File: src/design/clook_pkg.sv
// Package for the C-LOOK request scheduler: sizes, status and function codes,
// and the payload, entry and scan-result structs.
// No dependencies; every other design file imports it.
package clook_pkg;

	localparam int ENTRIES    = 32;
	localparam int TRACK_BITS = 16;
	localparam int TAG_BITS   = 16;
	localparam int IDX_BITS   = (ENTRIES > 1) ? $clog2(ENTRIES) : 1;
	localparam int CNT_BITS   = $clog2(ENTRIES + 1);

	localparam logic       FUNC_ADD = 1'b0;
	localparam logic       FUNC_POP = 1'b1;

	localparam logic [1:0] ST_OK    = 2'd0;
	localparam logic [1:0] ST_FULL  = 2'd1;
	localparam logic [1:0] ST_EMPTY = 2'd2;

	typedef struct packed {
		logic                  func;
		logic [TRACK_BITS-1:0] track;
		logic [TAG_BITS-1:0]   request_tag;
	} req_t;

	typedef struct packed {
		logic [1:0]            status;
		logic [TAG_BITS-1:0]   served_tag;
		logic [TRACK_BITS-1:0] served_track;
	} rsp_t;

	typedef struct packed {
		logic [TRACK_BITS-1:0] track;
		logic [TAG_BITS-1:0]   tag;
	} entry_t;

	typedef struct packed {
		logic                  hit;
		logic                  found_above;
		logic [TRACK_BITS-1:0] best_above;
		logic [TRACK_BITS-1:0] best_all;
		logic [IDX_BITS-1:0]   hit_idx;
		logic [IDX_BITS-1:0]   above_idx;
		logic [IDX_BITS-1:0]   all_idx;
	} scan_t;

endpackage

File: src/design/clook_entry_ram.sv
// Entry memory of the scheduler: one write port, one read port, registered read data.
// Depends on clook_pkg for the depth and the entry struct.
module clook_entry_ram import clook_pkg::*; (
	input  logic                clk,
	input  logic                we,
	input  logic [IDX_BITS-1:0] waddr,
	input  entry_t              wdata,
	input  logic [IDX_BITS-1:0] raddr,
	output entry_t              rdata
);

	entry_t mem [ENTRIES];

	always_ff @(posedge clk) begin
		if (we) begin
			mem[waddr] <= wdata;
		end
	end

	always_ff @(posedge clk) begin
		rdata <= mem[raddr];
	end

endmodule

File: src/design/clook_scan_acc.sv
// Scan accumulator: takes one entry per cycle and keeps the first entry at the
// head track, the smallest track above the head and the smallest track overall.
// Depends on clook_pkg.
module clook_scan_acc import clook_pkg::*; (
	input  logic                  clk,
	input  logic                  arst_n,
	input  logic                  clear,
	input  logic                  en,
	input  logic                  skip,
	input  logic [IDX_BITS-1:0]   idx,
	input  logic [TRACK_BITS-1:0] trk,
	input  logic [TRACK_BITS-1:0] head,
	output scan_t                 stats
);

	logic                  hit_q;
	logic                  above_q;
	logic                  seen_q;
	logic [TRACK_BITS-1:0] best_above_q;
	logic [TRACK_BITS-1:0] best_all_q;
	logic [IDX_BITS-1:0]   hit_idx_q;
	logic [IDX_BITS-1:0]   above_idx_q;
	logic [IDX_BITS-1:0]   all_idx_q;
	logic                  take;
	logic                  is_hit;
	logic                  is_above;
	logic                  is_all;

	assign take     = en && !skip && !clear;
	assign is_hit   = take && (trk == head) && !hit_q;
	assign is_above = take && (trk > head) && (!above_q || (trk < best_above_q));
	// Strict less keeps the first index of the minimum.
	assign is_all   = take && (!seen_q || (trk < best_all_q));

	always_ff @(posedge clk or negedge arst_n) begin
		if (!arst_n) begin
			hit_q   <= 1'b0;
			above_q <= 1'b0;
			seen_q  <= 1'b0;
		end else if (clear) begin
			hit_q   <= 1'b0;
			above_q <= 1'b0;
			seen_q  <= 1'b0;
		end else begin
			hit_q   <= hit_q   | is_hit;
			above_q <= above_q | is_above;
			seen_q  <= seen_q  | is_all;
		end
	end

	always_ff @(posedge clk) begin
		if (is_hit) begin
			hit_idx_q <= idx;
		end
		if (is_above) begin
			best_above_q <= trk;
			above_idx_q  <= idx;
		end
		if (is_all) begin
			best_all_q <= trk;
			all_idx_q  <= idx;
		end
	end

	assign stats = '{
		hit:         hit_q,
		found_above: above_q,
		best_above:  best_above_q,
		best_all:    best_all_q,
		hit_idx:     hit_idx_q,
		above_idx:   above_idx_q,
		all_idx:     all_idx_q
	};

endmodule

File: src/design/c_look_request_scheduler_core.sv
// C-LOOK request scheduler, top level. An add, or a pop of an empty table, is
// answered by done in the cycle after start is taken, and busy stays low, so such
// transactions can follow each other in every cycle. A pop with pending entries
// keeps busy high while the single read port of the entry memory is swept twice,
// once to find the entry to serve and once to close the gap it leaves while the
// next head track is found; its result comes with done as busy falls. done lasts
// one cycle and cannot be held off.
// Depends on clook_pkg, clook_entry_ram and clook_scan_acc.
module c_look_request_scheduler_core import clook_pkg::*; (
	input  logic clk,
	input  logic arst_n,
	input  logic start,
	output logic busy,
	input  req_t req,
	output logic done,
	output rsp_t rsp
);

	localparam logic [1:0] S_IDLE = 2'd0;
	localparam logic [1:0] S_FIND = 2'd1;
	localparam logic [1:0] S_PACK = 2'd2;

	logic [1:0]            state_q;
	logic [CNT_BITS-1:0]   count_q;
	logic [TRACK_BITS-1:0] head_q;
	logic [CNT_BITS-1:0]   rd_ptr_q;
	logic                  valid_s1;
	logic [IDX_BITS-1:0]   idx_s1;
	logic [IDX_BITS-1:0]   pick_q;
	entry_t                serve_q;
	logic                  done_q;
	rsp_t                  rsp_q;

	logic                  accept;
	logic                  in_pass;
	logic                  issue;
	logic                  pass_end;
	logic                  full;
	logic                  we;
	logic [IDX_BITS-1:0]   waddr;
	entry_t                wdata;
	entry_t                rdata;
	logic                  clear;
	logic                  skip;
	scan_t                 stats;
	logic [IDX_BITS-1:0]   pick_nxt;
	logic [TRACK_BITS-1:0] head_nxt;
	logic [CNT_BITS-1:0]   count_dec;

	assign busy     = (state_q != S_IDLE);
	assign accept   = start && !busy;
	assign full     = (count_q == CNT_BITS'(ENTRIES));
	assign in_pass  = (state_q == S_FIND) || (state_q == S_PACK);
	assign issue    = in_pass && (rd_ptr_q < count_q);
	assign pass_end = in_pass && !issue && !valid_s1;
	assign count_dec = count_q - CNT_BITS'(1);

	assign clear = (accept && (req.func == FUNC_POP) && (count_q != '0))
		|| ((state_q == S_FIND) && pass_end);
	assign skip  = (state_q == S_PACK) && (idx_s1 == pick_q);

	// Write port: adds in idle, entry moves one slot down while packing.
	always_comb begin
		we    = 1'b0;
		waddr = count_q[IDX_BITS-1:0];
		wdata = '{track: req.track, tag: req.request_tag};
		if (accept && (req.func == FUNC_ADD) && !full) begin
			we = 1'b1;
		end
		if ((state_q == S_PACK) && valid_s1 && (idx_s1 > pick_q)) begin
			we    = 1'b1;
			waddr = idx_s1 - IDX_BITS'(1);
			wdata = rdata;
		end
	end

	// Serve the head track if pending, else advance with wrap.
	always_comb begin
		if (stats.hit) begin
			pick_nxt = stats.hit_idx;
			head_nxt = head_q;
		end else if (stats.found_above) begin
			pick_nxt = stats.above_idx;
			head_nxt = stats.best_above;
		end else begin
			pick_nxt = stats.all_idx;
			head_nxt = stats.best_all;
		end
	end

	clook_entry_ram u_ram (
		.clk   (clk),
		.we    (we),
		.waddr (waddr),
		.wdata (wdata),
		.raddr (rd_ptr_q[IDX_BITS-1:0]),
		.rdata (rdata)
	);

	clook_scan_acc u_scan (
		.clk    (clk),
		.arst_n (arst_n),
		.clear  (clear),
		.en     (valid_s1),
		.skip   (skip),
		.idx    (idx_s1),
		.trk    (rdata.track),
		.head   (head_q),
		.stats  (stats)
	);

	always_ff @(posedge clk or negedge arst_n) begin
		if (!arst_n) begin
			state_q  <= S_IDLE;
			count_q  <= '0;
			head_q   <= '0;
			rd_ptr_q <= '0;
			valid_s1 <= 1'b0;
			done_q   <= 1'b0;
		end else begin
			done_q   <= 1'b0;
			valid_s1 <= issue;
			if (issue) begin
				rd_ptr_q <= rd_ptr_q + CNT_BITS'(1);
			end
			case (state_q)
				S_IDLE: begin
					if (accept) begin
						if (req.func == FUNC_ADD) begin
							done_q <= 1'b1;
							if (!full) begin
								count_q <= count_q + CNT_BITS'(1);
								if (count_q == '0) begin
									head_q <= req.track;
								end
							end
						end else if (count_q == '0) begin
							done_q <= 1'b1;
						end else begin
							rd_ptr_q <= '0;
							state_q  <= S_FIND;
						end
					end
				end
				S_FIND: begin
					if (pass_end) begin
						head_q   <= head_nxt;
						rd_ptr_q <= '0;
						state_q  <= S_PACK;
					end
				end
				S_PACK: begin
					if (pass_end) begin
						count_q <= count_dec;
						// Move the head once its track has no entry left.
						if ((count_dec != '0) && !stats.hit) begin
							head_q <= stats.found_above ? stats.best_above : stats.best_all;
						end
						done_q  <= 1'b1;
						state_q <= S_IDLE;
					end
				end
				default: begin
					state_q <= S_IDLE;
				end
			endcase
		end
	end

	always_ff @(posedge clk) begin
		if (issue) begin
			idx_s1 <= rd_ptr_q[IDX_BITS-1:0];
		end
		if ((state_q == S_FIND) && pass_end) begin
			pick_q <= pick_nxt;
		end
		if (skip && valid_s1) begin
			serve_q <= rdata;
		end
		if (accept && (req.func == FUNC_ADD)) begin
			rsp_q <= '{status: (full ? ST_FULL : ST_OK), served_tag: '0, served_track: '0};
		end else if (accept && (count_q == '0)) begin
			rsp_q <= '{status: ST_EMPTY, served_tag: '0, served_track: '0};
		end else if ((state_q == S_PACK) && pass_end) begin
			rsp_q <= '{status: ST_OK, served_tag: serve_q.tag, served_track: serve_q.track};
		end
	end

	assign done = done_q;
	assign rsp  = rsp_q;

	a_done_when_idle: assert property (@(posedge clk) disable iff (!arst_n)
		done |-> !busy)
		else $error("result strobe while a pop is in progress");

	a_count_bound: assert property (@(posedge clk) disable iff (!arst_n)
		count_q <= CNT_BITS'(ENTRIES))
		else $error("entry count above table depth");

	a_pack_write_in_range: assert property (@(posedge clk) disable iff (!arst_n)
		(we && (state_q == S_PACK)) |-> (CNT_BITS'(waddr) < count_dec))
		else $error("packing write beyond the remaining entries");

	a_pop_starts_scan: assert property (@(posedge clk) disable iff (!arst_n)
		(accept && (req.func == FUNC_POP) && (count_q != '0)) |=> (state_q == S_FIND))
		else $error("pop of a non-empty table did not start the scan");

endmodule
File: config.mk
export PLATFORM = sky130hd
export DESIGN_NAME = c_look_request_scheduler_core
export DESIGN_NICKNAME = d
export VERILOG_FILES = /design/src/design/clook_pkg.sv /design/src/design/clook_entry_ram.sv /design/src/design/clook_scan_acc.sv /design/src/design/c_look_request_scheduler_core.sv
export SDC_FILE = /design/constraint.sdc
export NUM_CORES = 1
export LEC_CHECK = 0
export ABC_AREA = 0
export BUFFER_PORTS_ARGS = -buffer_cell sky130_fd_sc_hd__buf_2
export CAP_MARGIN = 20
export CORE_UTILIZATION = 60
export CTS_BUF_LIST = sky130_fd_sc_hd__clkbuf_4 sky130_fd_sc_hd__clkbuf_8
export CTS_CLUSTER_SIZE = 16
export DETAILED_ROUTE_END_ITERATION = 8
export GPL_TIMING_DRIVEN = 0
export MAX_ROUTING_LAYER = met4
export PLACE_DENSITY = 0.73
export SETUP_SLACK_MARGIN = 0.1
export SLEW_MARGIN = 0
export SYNTH_ARGS = -nofsm -noshare
export SYNTH_HDL_FRONTEND = slang
export SYNTH_SLANG_ARGS = --single-unit
export TNS_END_PERCENT = 50
File: constraint.sdc
create_clock -name clk -period 11.27 [get_ports clk]
set_clock_uncertainty 0.2 [all_clocks]
set_input_delay 2.254 -clock clk [delete_from_list [all_inputs] [get_ports clk]]
set_output_delay 2.254 -clock clk [all_outputs]
set_load 0.05 [all_outputs]
Yosys cells after proc, flatten, opt, wreduce, memory -nomap -nowiden
Memories as Yosys holds them, arrays and structs flattened. A register that Yosys moved wholly into a read port is not among the register bits.
Index checks and enable logic that the tools add are counted.
{"block": "word_totals", "regBits": 158, "ram_bits": 1024, "inputBits": 36, "mem_count": 1}
{"name": "u_ram.mem", "words": 32, "word_bits": 32, "read_ports": 1, "rd_ports_with_merged_regs": 1, "wr": 1, "line": "clook_entry_ram.sv:12", "text": "entry_t mem [ENTRIES];"}
{"block": "op_classes", "addsub": 4, "order_cmp": 5, "n_eq_ne": 15, "mux": 47, "bitwise": 4, "reduce_logical": 48}
{"operator": "16-bit 2-to-1 mux", "n": 9}
{"operator": "34-bit 2-to-1 mux", "n": 3}
{"operator": "6-bit 2-to-1 mux", "n": 9}
{"operator": "16-bit case mux with 3 select lines", "n": 1}
{"operator": "16-bit less-than comparator", "n": 2}
{"operator": "32-bit 2-to-1 mux", "n": 1}
{"operator": "6-bit case mux with 2 select lines", "n": 2}
{"operator": "1-bit logical AND", "n": 23}
{"operator": "2-bit != test (second input constant)", "n": 9}
{"operator": "16-bit == test", "n": 1}
{"operator": "16-bit greater-than comparator", "n": 1}
{"operator": "5-bit 2-to-1 mux", "n": 3}
{"operator": "6-bit by 1-bit adder with 6-bit output (second input constant)", "n": 2}
{"operator": "1-bit 2-to-1 mux", "n": 12}
{"operator": "6-bit nonzero test", "n": 2}
{"operator": "2-bit 2-to-1 mux", "n": 5}
{"operator": "5-bit AND reduction", "n": 2}
{"operator": "1-bit zero test", "n": 9}
{"operator": "9-bit AND reduction", "n": 1}
{"operator": "6-bit == test (second input constant)", "n": 1}
{"operator": "6-bit zero test", "n": 1}
{"operator": "6-bit less-than comparator", "n": 1}
{"operator": "2-bit case mux with 3 select lines", "n": 1}
{"operator": "3-bit nonzero test", "n": 2}
{"operator": "14 further kinds", "n": 20}

Depth between registers and ports, before layout
{"block": "depth", "word_depth": 14, "mapped_depth": 12, "depth_no_buf": 8}

Modules after synthesis
A second synthesis with hierarchy kept.
{"block": "hier_totals", "cells_unflattened": 2998, "area_unflattened_um2": 48724.2}
{"mod": "clook_entry_ram", "n_inst": 1, "cells_each": 2260, "area_each_um2": 40491.3, "seq_area_each_um2": 31390.1}
{"mod": "c_look_request_scheduler_core", "n_inst": 1, "cells_each": 513, "area_each_um2": 5489.0, "seq_area_each_um2": 2762.6}
{"mod": "clook_scan_acc", "n_inst": 1, "cells_each": 225, "area_each_um2": 2743.9, "seq_area_each_um2": 1486.4}

Least setup slack after synthesis
OpenSTA, ideal clock, no wires.
{"block": "synth_timing", "kind": "input to register", "from": "in start", "to": "mem u_ram.mem[11][0] (netlist bit) (enable)", "setup_ns": 0.421, "arrival_time_ns": 4.318, "t_required_ns": 10.649, "path_slack_ns": 6.331, "cell_stages": 6, "n_path_buf": 0, "path_cell_list": "nand2_1 nor2_1 nand2_1 inv_1 a41oi_1 nor2_1"}
{"block": "synth_between", "elab_chain_cells": 7}
{"element": "start: declaration", "line": "c_look_request_scheduler_core.sv:12", "text": "input logic start,"}
{"element": "1-bit logical AND", "line": "c_look_request_scheduler_core.sv:51", "text": "assign accept = start && !busy;"}
{"element": "1-bit logical AND (2 in series)", "line": "c_look_request_scheduler_core.sv:67", "text": "if (accept && (req.func == FUNC_ADD) && !full) begin"}
{"element": "1-bit 2-to-1 mux", "line": "c_look_request_scheduler_core.sv:67"}
{"element": "1-bit 2-to-1 mux", "line": "c_look_request_scheduler_core.sv:70", "text": "if ((state_q == S_PACK) && valid_s1 && (idx_s1 > pick_q)) begin"}
{"element": "1-bit 2-to-1 mux", "line": "clook_entry_ram.sv:15", "text": "if (we) begin"}
{"element": "1-bit 2-to-1 mux (not written as such)", "line": "clook_entry_ram.sv:16", "text": "mem[waddr] <= wdata;"}
{"element": "end: declaration", "line": "clook_entry_ram.sv:12"}
Every way passes these cells.

Final worst setup path
{"block": "layout_timing", "from": "reg state_q[0]", "to": "out busy"}
{"block": "layout_between", "elab_chain_cells": 1}
{"element": "start: declaration", "line": "c_look_request_scheduler_core.sv:23", "text": "logic [1:0] state_q;"}
{"element": "start signal: assignment", "line": "c_look_request_scheduler_core.sv:114", "text": "state_q <= S_IDLE;"}
{"element": "start signal: assignment", "line": "c_look_request_scheduler_core.sv:141", "text": "state_q <= S_FIND;"}
{"element": "start signal: assignment", "line": "c_look_request_scheduler_core.sv:149", "text": "state_q <= S_PACK;"}
{"element": "2-bit nonzero test", "line": "c_look_request_scheduler_core.sv:50", "text": "assign busy = (state_q != S_IDLE);"}
{"element": "end: declaration", "line": "c_look_request_scheduler_core.sv:13", "text": "output logic busy,"}
Every way passes these cells.

==> impl_results.md <==
* PwrDens at 224 nW/um^2
* IO Count at 72
* Post-CTS Setup Bufs at 0
* TritonCTS clock tree: yes
* Post-synth ARST share at 2.88%
* Endpoints failing setup at 0
* Unrepaired setup endpoints after global routing: no
* Hold buffer count at cts at 0
* Via count at 26,800
* Mean post-synth cell area at about 18 sq um
* Post-layout util at 69.8%
* Cells resized by post-CTS repair at 0
* Post-synth design cell area at 48,100 sq um
* Core Box Area at 79,100 sq um
* Die W at 285 um
* Initial antenna violation count at 5
* Placer congestion estimate at 0.900
* Buf+Inv Stages, Crit Path at 4
* Die area at 81,300 sq um
* Static Leak at between 15 and 20 nW
* Hold WC Path Type: flip-flop to flip-flop
* Slew margin rel. at about 14%
* Top_reg_cell synth: edfxtp_1
* Final period utilization at 40.5%
* Min cycle time layout at roughly 4.6 ns
* Clock latency on the worst-skew pair at 0.85 ns
* Global-route wire length before repair at 174,000 um
* Initial Utilization at 60.7%
* Slowest cell on the critical path: dfrtp_1
* Share of cells above drive strength 1 at 23.2%
* Area Growth Syn to Fin at 14.8%
* Clock sinks at 1,214
* CP startpoint kind: flip-flop
* Hold slack at 0.232 ns
* Post-synth EDFFs at roughly 1,100
* Family with the most delay on the worst path: buffers and inverters
* Crit-path cells: inv_1 -> ha_1 -> clkbuf_1 -> inv_1 -> buf_2
* WL final at 119,000 um
* CP peak stage delay at 0.42 ns
* Vias in the first global route at 27,400
* YS warnings at 0
* FF+latch count, synth at 1,214
* Final net count at 3,087
* Register area share after synthesis at 74.1%
* Max FO, Critical Path at 8
* Clock Pin Slew Worst Setup and Hold Paths at 0.06 ns
* Detailed Route Iter0 Violations at 3,103
* Fin. Hold Viols at 0
* Critical path's most frequent cell: inv_1
* Gr ovfl total at 0
* Die boundary height at 285 um
* Fin. max-slew vios at 0
* # rows at 103
* Clk buf depth at 3
* Total CTS buffers at 185
* CTS root buf: clkbuf_8
* Dpl hpwl at between 70,000 and 80,000 um
* DR pass1 iterations at 5
* Routed vias/inst at ~6.4
* WS Path Type: flip-flop to output pin
* Port Buffers at 71
* Post-synth cell types at between 50 and 60
* DR WL/cell at 28.3 um
* Max-Cap Viols at 0
* Largest net degree at the start of global routing at 36
* Mapped Nets at 2,766
* DR DRC count at 0
* Maximum vdd ir drop at 0.152 mV
* Crit path DAT at 2.11 ns
* Worst Tran Pin Value at 1.27 ns
* H-Tree Depth at 4
* Synth area leaders: edfxtp_1 70%, mux4_2 7.5%, mux2i_1 4.7%
* Total GRT Usage at between 30% and 40%
* Multi-input combinational cell area at 11,700 sq um
* Fmax at 219 MHz
* Antenna-violating nets left at 0
* Status: complete, no violations
* Final TNS setup at 0 ns
* Synth Instances at 2,665
* Seq. cell area at 35,600 sq um
* Critical Path Sink Type: output pin
* CP Data Required Time at 8.82 ns
* Total power at 0.0124 W
* Post-synth top area cell: edfxtp_1
* Fillers at between 4,000 and 5,000
* Post-synth top area share at 69.7%
## through the flow
step	setup WS (ns)	cells	cell area, sq um
2_1_floorplan	6.33	2665	48100
3_3_place_gp	4.22	3786	49700
3_5_place_dp	6.15	3826	50900
4_1_cts	6.67	4173	54700
5_1_grt	6.57	4197	55200
6_report	6.71	4197	55200
## per-layer routing
| metal | vias to the layer above | wire (um) | global-route usage (%) |
|---|---|---|---|
| met3 | 238 | 10900 | 5.50 |
| met1 | 13700 | 46200 | 41.1 |
| met4 | 0 | 4980 | 13.7 |
| li1 | 11400 | - | - |
| met2 | 1497 | 56700 | 46.0 |
| met5 | - | 0 | - |
## worst register-to-register path, cell delays in order (launching register included)
cell	delay [ns]
edfxtp_1	0.54
ha_1	0.39
and4_1	0.22
nor2b_1	0.15
o311ai_2	0.38
buf_4	0.41
mux2i_1	0.43
nand2_1	0.33
nor2_4	0.66
buf_12	0.27
## cell families (layout without fill, tap and decap cells)
logic type,count (synthesis),after routing,share of synthesized area (%)
DFF,1214,1214,74.1
muxes,413,413,12.8
AOI/OAI and AO/OA,372,372,5.62
and+or+nand+nor,369,369,3.32
buffers and inverters,214,695,2.06
adders and majority gates,65,65,1.69
xor gates and xnor gates,18,18,0.328
other,0,1,0
## cell type report
class                   count  share of cell area (%)
diodes                      1                 0.00453
clock buffers             269                    5.93
well taps                1050                    2.38
repair buffers            134                    3.13
flip-flops and latches   1214                    64.6
clock inverters            78                   0.945
multi-input cells        1237                    21.2
plain buffers             145                    1.33
inverters                  69                   0.469
## power breakdown
| part | switching (W) | leakage [nW] | internal [W] | total (W) |
|---|---|---|---|---|
| Clock | 0.00171 | 2.02 | 0.00194 | 0.00365 |
| Combinational | 0.00186 | 5.64 | 0.00134 | 0.00320 |
| Sequential | 0.000213 | 11.0 | 0.00530 | 0.00551 |
## final timing paths
path	end	depth (start not counted)	startpoint	slack, ns
min in group asynchronous	state_q[0]	1	arst_n	1.35
hold reg to reg	serve_q[7]	0	u_ram.rdata[7]	0.23
hold / removal	serve_q[7]	0	u_ram.rdata[7]	0.23
setup / recovery	busy	5	state_q[0]	6.71
max in group asynchronous	rd_ptr_q[5]	1	arst_n	8.96
setup reg to reg	u_ram.mem[8][2]	9	idx_s1[3]	6.97
## state kept, by name (all words and copies together) (netlist names), 2 cells and up
name and cells:
u_ram.mem 1024, state_q 2, rsp 34, pick_q 5
u_scan.all_idx_q 5, u_scan.best_all_q 16, idx_s1 5, rd_ptr_q 6
u_scan.best_above_q 16, u_scan.hit_idx_q 5, u_ram.rdata 32, count_q 6
u_scan.above_idx_q 5, head_q 16, serve_q 32
## placed cells by master (no fill, tap or decap), types with 7 or more instances in the layout
| cell | n |
|---|---|
| a21boi_0 | 34 |
| a21o_1 | 12 |
| a21oi_1 | 52 |
| buf_1 | 11 |
| buf_12 | 23 |
| buf_16 | 29 |
| buf_2 | 93 |
| buf_4 | 38 |
| clkbuf_1 | 75 |
| clkbuf_4 | 69 |
| clkbuf_8 | 200 |
| clkinv_1 | 41 |
| clkinv_2 | 21 |
| dfrtp_1 | 35 |
| dfxtp_1 | 64 |
| edfxtp_1 | 1115 |
| ha_1 | 65 |
| inv_1 | 69 |
| mux2_2 | 25 |
| mux2i_1 | 227 |
| mux4_2 | 160 |
| nand2_1 | 233 |
| nand3_1 | 8 |
| nand4_1 | 9 |
| nor2_1 | 21 |
| nor2_4 | 32 |
| nor2b_1 | 38 |
| nor3_1 | 7 |
| o211ai_1 | 15 |
| o21ai_0 | 30 |
| o221ai_1 | 113 |
| o22ai_1 | 42 |
| o311ai_0 | 8 |
| o31ai_1 | 33 |
| xnor2_1 | 10 |
| xor2_1 | 8 |
## synthesized netlist by cell type, drive strengths merged, types with 3 or more instances
| master | instances |
|---|---|
| o311ai | 9 |
| xor2 | 8 |
| edfxtp | 1115 |
| mux2 | 26 |
| dfxtp | 64 |
| clkbuf | 75 |
| o221ai | 113 |
| a211oi | 6 |
| nor3 | 7 |
| xnor2 | 10 |
| dfrtp | 35 |
| ha | 65 |
| nand3 | 8 |
| or2 | 3 |
| a21oi | 53 |
| a21boi | 34 |
| o21ai | 33 |
| nand2 | 233 |
| a31oi | 7 |
| inv | 69 |
| o31ai | 33 |
| nand4 | 9 |
| mux4 | 160 |
| nor4 | 3 |
| mux2i | 227 |
| o211a | 3 |
| nor2b | 39 |
| a21o | 12 |
| o21a | 4 |
| buf | 70 |
| nor2 | 53 |
| o22ai | 42 |
| nand2b | 4 |
| o211ai | 15 |
No activity file was read; power rests on OpenSTA's default activity.
